$ cat config.mk
export PLATFORM = sky130hd
export DESIGN_NAME = luwkr_ram
export DESIGN_NICKNAME = d
export VERILOG_FILES = /design/src/design/luwkr_ram.sv
export SDC_FILE = /design/constraint.sdc
export NUM_CORES = 2
export LEC_CHECK = 0
export ABC_AREA = 0
export BUFFER_PORTS_ARGS = -buffer_cell sky130_fd_sc_hd__buf_2
export CAP_MARGIN = 15
export CORE_MARGIN = 2
export CORE_UTILIZATION = 50
export DETAILED_ROUTE_END_ITERATION = 12
export PLACE_DENSITY = 0.65
export SETUP_SLACK_MARGIN = 0.1
export SLEW_MARGIN = 20
export SYNTH_ARGS = -nofsm -noshare
export SYNTH_HDL_FRONTEND = slang
export SYNTH_SLANG_ARGS = --single-unit
export TNS_END_PERCENT = 1
$ cat constraint.sdc
create_clock -name clock -period 5.7 [get_ports clock]
set_input_delay 1.14 -clock clock [delete_from_list [all_inputs] [get_ports clock]]
set_output_delay 1.14 -clock clock [all_outputs]
set_load 0.02 [all_outputs]
$ cat src/design/luwkr_ram.sv
`default_nettype none

module luwkr_ram #(
   parameter int WIDTH = 8,
   parameter int DEPTH = 256,
   localparam int AW = (DEPTH > 1) ? $clog2(DEPTH) : 1
) (
   input  logic             clock,
   input  logic             wr_en,
   input  logic [AW-1:0]    wr_addr,
   input  logic [WIDTH-1:0] wr_data,
   input  logic [AW-1:0]    rd_addr,
   output logic [WIDTH-1:0] rd_data
);

   logic [WIDTH-1:0] mem_ff [DEPTH];
   logic [WIDTH-1:0] rd_data_ff;

   always_ff @(posedge clock) begin
      if (wr_en) begin
         mem_ff[wr_addr] <= wr_data;
      end
      rd_data_ff <= mem_ff[rd_addr];
   end

   assign rd_data = rd_data_ff;

endmodule

`default_nettype wire

==> results by group <==
Run status
  – Run status: complete, no violations

Global routing
  – Aggregate global-route resource usage: 23.99%
  – Pin count of the biggest net entering global routing: 167
  – Initial antenna violation count: 10
  – Wire length of the first global-routing pass: ~280000 um
  – Total congestion overflow after global routing: 0
  – Number of global-route vias before repair: 38381

Detailed routing
  – # DRC: 0
  – Count of nets left with antenna violations after detail routing: 0
  – First-pass DRT Iterations: 6
  – Detailed Route WL: 193700 um
  – Avg WL per Cell: roughly 32 um
  – Number of DRC violations after detailed-routing iteration 0: 5238
  – Total via count after detailed routing: 38772
  – Via count normalized by instance count: ~6.4

Timing
  – Headroom to the max-slew limit: 22.91%
  – Final Hold Slack: 0.7422 ns
  – Min setup slack post-route: roughly 1.7 ns
  – Tmin final: 4.033 ns
  – Max-slew violation total from the final report: 0
  – Layout Skew: 0.02183 ns
  – Final-report hold violation count: 0
  – Final worst path period share: around 70%
  – Setup-violating endpoint count in the final report: 0
  – Fin Setup TNS: 0 ns
  – Unrepaired setup endpoints after global routing: false
  – Max Freq: 0.2480 GHz
  – Transition at the pin with the smallest max-transition slack: 1.146 ns

Setup path
  – Class of the most critical setup path: primary input to flip-flop
  – Required time of the critical path: 6.38 ns
  – Maximum fanout encountered on the critical timing path: 35
  – Type of element launching the critical path: primary input
  – Worst setup slack for register-to-register paths: 2.72 ns
  – Data arrival time of the critical path: roughly 4.7 ns
  – Worst Setup End Kind: flip-flop

Floorplan
  – Die outline width: ~400 um
  – Full die area: about 160000 sq um
  – Row Count: 146
  – Effective utilization at floorplan: 50.29%
  – Core box area: 158200 sq um
  – Die height: between 400 and 500 um
  – # IOs: 34

Place
  – HPWL after detailed placement: about 120000 um
  – Worst Setup Slack post-DPL: 0.6929 ns
  – Number of port buffers: 33
  – Routability congestion estimate from global placement: 0.8662

Hold path
  – Min-delay worst type: primary input to flip-flop

Finish
  – Layout filler cell count: 11645
  – Final-stage net count: 3894
  – Area added between synthesis and finish: 11.24%
  – Ratio of cells with drive above 1 in the final layout: 22.76%

Clocking
  – CTS root buffer: clkbuf_16
  – Clock tree from TritonCTS: built
  – Number of clock sinks: 2056
  – Inserted Clock Buffers: roughly 200
  – Number of gates given a new drive strength after cts: 0
  – Hold-fix buffers, CTS: 0
  – Clock latency of the later-clocked register in the worst-skew pair: 0.83 ns
  – Clock-pin slew on the worst setup and hold paths: around 0.060 ns
  – Clk buf depth: 3
  – H-tree levels: 4
  – Setup repair bufs after CTS: 0

Synthesis
  – Synth unique cells: 55
  – Count of flip-flops with a built-in enable after synthesis: between 2000 and 2500
  – Syn_nets: 3759
  – Netlist area before placement: 79560 sq um
  – Most instantiated flip-flop cell in the synthesis netlist: edfxtp_1
  – Synthesized netlist cell count: about 3700
  – Proportion of register bits with asynchronous set or reset after synthesis: 0%
  – Post-synthesis average cell area: between 20 and 25 sq um
  – Post-synthesis sequential area ratio: 77.50%
  – Number of synthesized register bits: 2056
  – Number of synthesis warnings: 0

Flow run
  – Max-capacitance violation count: 0

Pwr
  – Peak VDD IR: 0.2929 mV
  – Lkg Pwr: 0.02720 uW
  – Design Power: ~30000 uW
  – Cell area power density: between 300 and 400 nW/um^2
## cell usage in the layout (no fill, tap or decap), types with 4 or more instances in the layout
cell type   synthesis  final
nor2b_1            31     28
nand3_1            34     34
nor2_1            282    279
clkbuf_1          111     52
buf_4              27    115
and2_1              6      5
buf_12              8     21
o32ai_1             4      4
a21oi_1            96     96
o211ai_1           10     10
o221ai_1           46     46
nor4_1             24     21
mux2i_1           134    134
diode_2             0      6
a211oi_1           16     16
clkinvlp_4          0      7
nand4_1            10     10
nand2_1            33     32
mux4_2            454    454
o22a_1              5      5
nand2b_1            8      8
clkinv_1            1     34
buf_2              31     22
a221oi_1           13     13
o22ai_1            28     28
nor3_1             22     20
clkbuf_16           0    204
buf_8              13      7
nor4_2              3      6
or2_2               4      4
o21ai_0            10     10
bufinv_16           0     12
clkinv_2            0     33
dfxtp_1             8      8
edfxtp_1         2048   2048
a22o_1              8      8
a22oi_1           133    133
## report_power, final
part	switching [uW]	internal [uW]
logic	1000	519
registers	43.7	16700
clock network	5470	7080
## synth_stat cells (3+ instances only)
master	n	area share, %
nand2b_1	8	0.063
a221oi_1	13	0.14
a22oi_1	133	1.3
a211oi_1	16	0.15
o211ai_1	10	0.094
o221ai_1	46	0.51
o21ai_0	10	0.063
a22o_1	8	0.088
nand3_1	34	0.21
nor2_1	282	1.3
or2_2	4	0.031
mux2i_1	134	1.7
o22a_1	5	0.055
buf_4	27	0.25
buf_2	31	0.20
nor4_1	24	0.19
buf_12	8	0.20
edfxtp_1	2048	77
nor4_2	3	0.047
nand2_1	33	0.16
nor2b_1	31	0.24
clkbuf_1	111	0.52
o32ai_1	4	0.044
mux4_2	454	13
buf_6	21	0.30
and2_1	6	0.047
dfxtp_1	8	0.20
buf_1	22	0.10
o22ai_1	28	0.22
buf_8	13	0.25
a21oi_1	96	0.60
nor3_1	22	0.14
nand4_1	10	0.079
## routing by layer
metal | GRT usage, % | vias to the layer above | wire, um
met5 | 0 | - | 69
met4 | 6.820 | 10 | 5003
met3 | 5.222 | 303 | 18270
met2 | 36.88 | 1878 | 91140
met1 | 35.05 | 20632 | 79230
li1 | - | 15949 | -
## worst paths after layout
path	depth (start not counted)	endpoint	startpoint
setup reg to reg	7	rd_data[0]$_DFF_P_	mem_ff[100][0]$_DFFE_PP_
hold reg to reg	6	rd_data[5]$_DFF_P_	mem_ff[32][5]$_DFFE_PP_
hold / removal	1	mem_ff[138][0]$_DFFE_PP_	wr_data[0]
setup / recovery	10	rd_data[0]$_DFF_P_	rd_addr[0]
## registers in the layout, indices dropped and copies added (netlist names)
signal   flops
rd_data      8
mem_ff    2048
## cell families after synthesis
family / share of synthesized area (%)
simple gates: 2.628
compound gates: 3.419
mux: 14.62
buf+inv: 1.831
flops: 77.50
## stage by stage
stage / util, % / area (sq um) / instances
finish: 55.94 / 88500 / 6098
global route: 55.93 / 88480 / 6092
CTS: 55.91 / 88450 / 6091
detailed placement: 52.03 / 82310 / 5740
global placement: 52.01 / 82280 / 5739
floorplan: - / 79560 / 3733
## cell type report
cell class,instances,area (sq um),share of cell area [%]
tap,2072,2592,2.929
timing repair buffer,169,1568,1.772
sequential,2056,61660,69.67
clock buffer,256,5300,5.989
clock inverter,95,837.1,0.9459
multi-input combinational,1442,16520,18.67
inverter,2,7.507,0.008483
antenna,6,15.01,0.01697
## worst max-delay path, cell delays in order
cell     delay, ns
buf_8         0.34
buf_12        0.32
buf_12        0.27
buf_4         0.24
mux4_2        0.51
mux4_2        0.51
nor2b_1       0.17
nor4_1        0.77
buf_4         0.25
nor4_2        0.04
Power figures use the tool's default switching activity.
