File: src/design/luwkr_pkg.sv
`default_nettype none

package luwkr_pkg;

   localparam int MAX_WINDOW_DEF = 1024;
   localparam int ALPHABET_DEF   = 256;
   localparam int SYM_W          = 8;
   localparam int BUDGET_W       = 11;
   localparam int BEST_W         = 11;

   typedef enum logic [3:0] {
      ST_CLEAR,
      ST_IDLE,
      ST_PUSH_RD,
      ST_PUSH_CNT,
      ST_PUSH_DEC,
      ST_PUSH_INC,
      ST_CHECK,
      ST_EMIT,
      ST_FLUSH,
      ST_POP_RD,
      ST_POP_SYM,
      ST_POP_CNT,
      ST_POP_HIST,
      ST_POP_INC
   } state_type;

   // Where the sequencer goes once a byte has left the window.
   typedef enum logic [1:0] {
      PH_OVF,
      PH_TRIM,
      PH_FLUSH
   } phase_type;

   typedef struct packed {
      logic req_fire;
      logic rsp_busy;
      logic win_full;
      logic trim;
      logic last;
      logic cnt_zero;
      logic old_one;
      logic len_zero;
      logic clr_done;
   } stat_type;

   typedef struct packed {
      state_type st;
      logic      req_ready;
      logic      rsp_load;
   } ctl_type;

endpackage

`default_nettype wire

File: src/design/luwkr_seq.sv
`default_nettype none

module luwkr_seq
   import luwkr_pkg::*;
(
   input  logic     clock,
   input  logic     reset,
   input  stat_type stat,
   output ctl_type  ctl
);

   state_type state_ff, state_in;
   phase_type phase_ff, phase_in;
   state_type ret_st;

   always_ff @(posedge clock) begin
      if (reset) begin
         state_ff <= ST_CLEAR;
         phase_ff <= PH_TRIM;
      end else begin
         state_ff <= state_in;
         phase_ff <= phase_in;
      end
   end

   always_comb begin
      case (phase_ff)
         PH_OVF:   ret_st = ST_PUSH_RD;
         PH_TRIM:  ret_st = ST_CHECK;
         PH_FLUSH: ret_st = ST_FLUSH;
         default:  ret_st = ST_CHECK;
      endcase
   end

   always_comb begin
      state_in = state_ff;
      phase_in = phase_ff;
      case (state_ff)
         ST_CLEAR: begin
            if (stat.clr_done) state_in = ST_IDLE;
         end
         ST_IDLE: begin
            if (stat.req_fire) begin
               if (stat.win_full) begin
                  state_in = ST_POP_RD;
                  phase_in = PH_OVF;
               end else begin
                  state_in = ST_PUSH_CNT;
               end
            end
         end
         ST_PUSH_RD:  state_in = ST_PUSH_CNT;
         ST_PUSH_CNT: state_in = stat.cnt_zero ? ST_PUSH_INC : ST_PUSH_DEC;
         ST_PUSH_DEC: state_in = ST_PUSH_INC;
         ST_PUSH_INC: state_in = ST_CHECK;
         ST_CHECK: begin
            if (stat.trim) begin
               state_in = ST_POP_RD;
               phase_in = PH_TRIM;
            end else begin
               state_in = ST_EMIT;
            end
         end
         ST_EMIT: begin
            if (!stat.rsp_busy) state_in = stat.last ? ST_FLUSH : ST_IDLE;
         end
         ST_FLUSH: begin
            if (stat.len_zero) begin
               state_in = ST_IDLE;
            end else begin
               state_in = ST_POP_RD;
               phase_in = PH_FLUSH;
            end
         end
         ST_POP_RD:   state_in = ST_POP_SYM;
         ST_POP_SYM:  state_in = ST_POP_CNT;
         ST_POP_CNT:  state_in = ST_POP_HIST;
         ST_POP_HIST: state_in = stat.old_one ? ret_st : ST_POP_INC;
         ST_POP_INC:  state_in = ret_st;
         default:     state_in = ST_CLEAR;
      endcase
   end

   always_comb begin
      ctl.st        = state_ff;
      ctl.req_ready = (state_ff == ST_IDLE);
      ctl.rsp_load  = (state_ff == ST_EMIT) && !stat.rsp_busy;
   end

endmodule

`default_nettype wire
File: config.mk
export PLATFORM = sky130hd
export DESIGN_NAME = luwkr_seq
export DESIGN_NICKNAME = d
export VERILOG_FILES = /design/src/design/luwkr_pkg.sv /design/src/design/luwkr_seq.sv
export SDC_FILE = /design/constraint.sdc
export NUM_CORES = 1
export LEC_CHECK = 0
export ABC_AREA = 1
export BUFFER_PORTS_ARGS = -buffer_cell sky130_fd_sc_hd__buf_2
export CAP_MARGIN = 20
export CORE_MARGIN = 3
export CORE_UTILIZATION = 30
export DETAILED_ROUTE_END_ITERATION = 12
export SLEW_MARGIN = 5
export SYNTH_ARGS = -nofsm -noshare
export SYNTH_HDL_FRONTEND = slang
export SYNTH_SLANG_ARGS = --single-unit
File: constraint.sdc
create_clock -name clock -period 1.3 [get_ports clock]
set_input_delay 0.39 -clock clock [delete_from_list [all_inputs] [get_ports clock]]
set_output_delay 0.39 -clock clock [all_outputs]
set_load 0.1 [all_outputs]
==> results of run 1 <==
-- logic make-up (layout without fill, tap and decap cells) --
logic type	Yosys count	in the layout	share of synthesized area, %
buffers and inverters	13	48	9.31
AOI/OAI and AO/OA	8	8	9.07
DFF	6	6	22.9
and+or+nand+nor	70	70	58.7
-- path summary, 6_finish.rpt --
check / from / end / slack [ps] / cells past startpoint
max: state_ff[1] / ctl[1] / -170 / 4
min: reset / state_ff[2] / 380 / 2
max reg2reg: state_ff[0] / state_ff[1] / 10 / 10
min reg2reg: phase_ff[1] / phase_ff[1] / 490 / 2
-- metrics by stage --
step           worst slack [ps]  hold WS [ps]  total power [uW]
6_report                   -173           384              1130
5_1_grt                    -220           385              1210
4_1_cts                    -202           366              1090
3_5_place_dp               1.38           487               845
3_3_place_gp               9.44           472               842
2_1_floorplan              -573           443               648
-- metal layers --
layer,vias to the layer above,GRT usage [%]
met2,34,29.3
li1,377,-
met5,-,0
met4,0,11.3
met1,325,20.3
met3,12,2.26
-- registers in the layout, summed over array words and instances (netlist names) --
register,count
state_ff,4
phase_ff,2
-- final cells by class --
class,count,area (sq um)
fillers,143,586
repair buffers,32,305
multi-input cells,78,452
flip-flops and latches,6,135
clock buffers,3,22.5
inverters,13,56.3
well taps,16,20.0
-- report_power, final --
part	leakage [uW]	total, uW	internal (uW)	switching [uW]
Combinational	0.000436	703	274	429
Sequential	0.0000521	255	219	36.3
Clock	0.0000138	174	105	69.4
-- synth_stat cells, drive strengths merged --
library cell / instances / area, sq um
a21oi: 4 / 23.8
a41oi: 1 / 8.76
nand3: 7 / 35.0
dfxtp: 6 / 120
nor3: 1 / 5.00
inv: 13 / 48.8
nor2: 25 / 109
o21ai: 3 / 15.0
nand2: 35 / 144
nand3b: 2 / 15.0
-- critical path: cells and delay by family, from the launching register on --
kind / cells / cell delay [ps]
AND/OR/NAND/NOR: 2 / 210
buffers and inverters: 2 / 270
flip-flops: 1 / 360
-- placed cells by master (no fill, tap or decap) --
cell	count
nand2_1	25
nor2_1	12
buf_4	12
buf_2	10
inv_1	9
nor2_2	9
nand2_2	7
nand3_1	6
buf_12	6
nor2_4	4
buf_6	4
dfxtp_4	4
inv_4	3
nand2_4	3
o21ai_0	3
a21oi_1	3
clkbuf_4	3
nand3b_1	2
dfxtp_1	2
inv_2	1
nor3_4	1
a41oi_2	1
nand3_4	1
a21oi_2	1
-- timing repair --
| item | CTS | global route |
|---|---|---|
| buffers inserted | 10 | 2 |
| hold endpoints to repair | 0 | 0 |
| hold buffers | 0 | 0 |
| resized for setup | 5 | 20 |
| pin swaps | 2 | 9 |
| endpoints found under the setup margin | 4 | 11 |
==> run_results.csv, run 1 <==
group,metric,value,unit
synth,yosys_warnings,0,
global_route,grt_overflow,0,
timing,max_slew_margin,84.6,%
detailed_routing,drt-vias-per-instance,5.05,
detailed_routing,route.detailed.drc,0,
synth,synth_nets,108,
layout,final_cell_area,991,sq um
layout,post-route-util,62.9,%
synth,synth_area_per_cell,5.40,sq um
placement,hpwlAfterDp,1.18,mm
floorplan,core-area,1580,sq um
detailed_routing,drt-met1-wl,678,um
power_and_ir_drop,ir_drop,0.623,mV
flow_run,drv_cap,0,
clock_tree,cts_tree,"yes",
timing,fin_crit_sh,113,%
global_route,grt_usage,17.4,%
setup_path,path_max_fanout,4,
timing,max_slew.worst_pin.slew,228,ps
floorplan,io_pins,17,
timing,final-hold-violation-count,0,
synth,syn_area,524,sq um
setup_path,cp_slowest_cell,"dfxtp_4",
run_status,violations,"setup timing",
placement,dpl.cell_count,133,
clock_tree,ctsHtreeMaxLevel,1,
detailed_routing,via_count,748,
global_route,grt_pass1_wl,2.75,mm
layout,drive_gt1_share,53.0,%
timing,fin_ws,-173,ps
placement,place_area,793,sq um
setup_path,critPathRequiredTime,910,ps
floorplan,core.rowCount,14,
clock_tree,path_clk_slew,50,ps
detailed_routing,wl_per_cell,11.9,um
floorplan,fp.dieH,47.8,um
global_route,antenna_found_initial,0,
global_route,grt_start_max_net_pins,6,
timing,rsz0062_at_grt,"yes",
detailed_routing,dr_wl_met2,903,um
power_and_ir_drop,cellLeakagePower,0.000502,uW
power_and_ir_drop,power.density,1140,nW/um^2
placement,place_congestion,0.896,
floorplan,dieArea,2290,sq um
synth,ys_seq_area_share,22.9,%
setup_path,worst_setup_path_start_kind,"flop",
layout,num_antenna_cells,0,
timing,clock_skew,9.43,ps
worst_hold_path,hold_path.class,"in -> reg",
layout,area_growth,89.0,%
detailed_routing,ant_nets,0,
synth,synth_cells,97,
run_status,outcome,"complete, but fails checks",
detailed_routing,dr.max_layer_used,"met4",
synth,ys_types,15,
clock_tree,clk_latency,250,ps
synth,ys_ff_latch,6,
timing,maxSlewViolCount,0,
setup_path,arrival,1080,ps
floorplan,die_w,47.8,um
setup_path,crit_type,"reg -> out",
detailed_routing,drtPass1Iterations,4,
floorplan,start_util,33.3,%
layout,nets,145,
setup_path,cpPeakStageDelay,360,ps
setup_path,crit_chain,"inv_2 > nand2_1 > nor2_4 > buf_12",
clock_tree,cts-buffers-inserted,3,
timing,setup_viol,4,
detailed_routing,routed_wl,1.77,mm
detailed_routing,first_iter_violations,23,
clock_tree,cts_sinks,6,
placement,numPortBuffers,16,
detailed_routing,wl_met3,99,um
layout,final_cells,148,
timing,setup-tns-final,-421,ps
timing,post-route-min-period,1470,ps
clock_tree,clock_path_buffers,2,
global_route,first_global_vias,669,
timing,fmax,679,MHz
setup_path,endpoint_kind,"output port",
clock_tree,cts_root_buf,"clkbuf_4",
Note: power is estimated with default switching activity, not from simulation.
==> inputs of run 2 (changes only) <==
--- a/config.mk
+++ b/config.mk
@@ -10,7 +10,9 @@
 export CAP_MARGIN = 20
 export CORE_MARGIN = 3
 export CORE_UTILIZATION = 30
+export CTS_CLUSTER_SIZE = 25
 export DETAILED_ROUTE_END_ITERATION = 12
+export REMOVE_ABC_BUFFERS = 1
 export SLEW_MARGIN = 5
 export SYNTH_ARGS = -nofsm -noshare
 export SYNTH_HDL_FRONTEND = slang
==> run 2 against run 1 <==
Against the previous run:
- the flow still finishes with violations (setup timing)
- largest power group unchanged
- register-to-register slack got worse by 70 ps
- via count decreased by 1.5%
- critical path depth increased by 1
- critical path type unchanged
- combinational power increased by 9.8%
- setup slack got worse by 57 ps
- first-iteration DRC count decreased by 30%
- sequential power decreased by 5%
- non-clock buffer count increased by 4
==> run_results.csv, run 2 (same netlist as run 1, synthesis figures left out) <==
group,metric,value,unit
run_status,outcome,"complete, but fails checks",
run_status,violations,"setup timing",
timing,clock_skew,4.40,ps
global_route,grt_start_max_net_pins,6,
layout,drive_gt1_share,54.4,%
detailed_routing,first_iter_violations,16,
detailed_routing,drtPass1Iterations,4,
power_and_ir_drop,cellLeakagePower,0.000501,uW
global_route,antenna_found_initial,0,
detailed_routing,drt-vias-per-instance,4.85,
placement,numPortBuffers,16,
layout,reg_top3,"state_ff (4), phase_ff (2)",
setup_path,arrival,1140,ps
timing,fin_ws,-229,ps
timing,max_slew_margin,81.0,%
power_and_ir_drop,power.density,1180,nW/um^2
clock_tree,cts_root_buf,"clkbuf_4",
placement,dpl.cell_count,143,
setup_path,crit_type,"reg -> out",
detailed_routing,via_count,737,
clock_tree,path_clk_slew,40,ps
clock_tree,cts_tree,"yes",
clock_tree,clock_path_buffers,2,
detailed_routing,ant_nets,0,
floorplan,dieArea,2290,sq um
worst_hold_path,worstHoldStart,"reset",
timing,setup_viol,11,
floorplan,core-area,1580,sq um
placement,hpwlAfterDp,1.28,mm
timing,setup-tns-final,-698,ps
layout,layout_commonest_cell,"nand2_1",
timing,fin_crit_sh,118,%
layout,num_antenna_cells,0,
clock_tree,cts_sinks,6,
detailed_routing,route.detailed.drc,0,
setup_path,r2r-end,"state_ff[1]",
global_route,grt_pass1_wl,2.62,mm
setup_path,critPathRequiredTime,910,ps
layout,mostFrequentLayoutCells,"nand2_1, buf_4, nor2_1",
layout,largest_reg_flops,4,
floorplan,core.rowCount,14,
setup_path,path_max_fanout,3,
worst_hold_path,hold_path.class,"in -> reg",
setup_path,worst_setup_path_start_kind,"flop",
placement,place_congestion,0.846,
floorplan,die_w,47.8,um
timing,max_slew.worst_pin.slew,282,ps
global_route,first_global_vias,645,
detailed_routing,wl_per_cell,11.8,um
timing,rsz0062_at_grt,"yes",
setup_path,r2r_cells,11,
worst_hold_path,worst_hold_path.endpoint,"state_ff[1]",
clock_tree,clk_latency,240,ps
floorplan,io_pins,17,
timing,fmax,654,MHz
timing,maxSlewViolCount,0,
setup_path,endpoint_kind,"output port",
worst_hold_path,hold_depth,2,
layout,top_register,"state_ff",
timing,post-route-min-period,1530,ps
clock_tree,cts-buffers-inserted,3,
layout,nets,149,
floorplan,fp.dieH,47.8,um
power_and_ir_drop,ir_drop,0.768,mV
global_route,grt_overflow,0,
setup_path,rrSetupSlack,-60,ps
timing,final-hold-violation-count,0,
floorplan,start_util,33.3,%
layout,area_growth,90.2,%
setup_path,r2r_start,"state_ff[0]",
clock_tree,ctsHtreeMaxLevel,1,
detailed_routing,routed_wl,1.79,mm
layout,final_cells,152,
flow_run,drv_cap,0,
global_route,grt_usage,16.5,%
run 2: area by class of cell:
type,instances,area [sq um]
inverter,13,53.8
sequential,6,130
clock buffer,3,22.5
multi-input combinational,78,432
timing repair buffer,36,339
fill,133,579
tap,16,20.0
run 2: layer usage:
metal | GRT usage (%) | share of wire [%]
met4 | 10.2 | 3.5
met2 | 28.8 | 53
met1 | 17.4 | 39
met3 | 4.51 | 3.8
met5 | 0 | 0
run 2: power by group:
group          internal [uW]  switching (uW)  total [uW]
sequential               218            24.1         242
combinational            313             459         772
clock                    104            56.1         160
run 2: worst max-delay path: stages (launching register included):
cell     delay, ps
dfxtp_2        330
buf_6          110
nand2_2         50
nor2_1         110
buf_4          140
buf_12         160
run 2: worst max path at each step:
stage	slack, ps	endpoint	cells past startpoint	startpoint
floorplan	-2490	ctl[0]	2	state_ff[1]
global placement	-60	ctl[0]	4	stat[7]
detailed placement	-90	ctl[0]	4	stat[7]
CTS	-240	ctl[0]	5	state_ff[3]
global route	-280	ctl[1]	5	state_ff[2]
finish	-230	ctl[1]	5	state_ff[0]
run 2: per-stage QoR:
step | utilization (%) | power, uW | setup slack [ps] | cell area, sq um | hold WS [ps]
6_report | 63.3 | 1170 | -229 | 997 | 391
5_1_grt | 63.3 | 1250 | -285 | 997 | 384
4_1_cts | 59.8 | 1130 | -243 | 942 | 362
3_5_place_dp | 52.0 | 864 | -90.8 | 820 | 474
3_3_place_gp | 52.0 | 859 | -56.3 | 820 | 472
2_1_floorplan | - | 623 | -2490 | 524 | 444
run 2: what timing repair did:
item / CTS / global route
gates resized for setup: 23 / 15
pin swaps: 9 / 13
setup endpoints to repair: 8 / 11
setup buffers: 5 / 2
hold buffers: 0 / 0
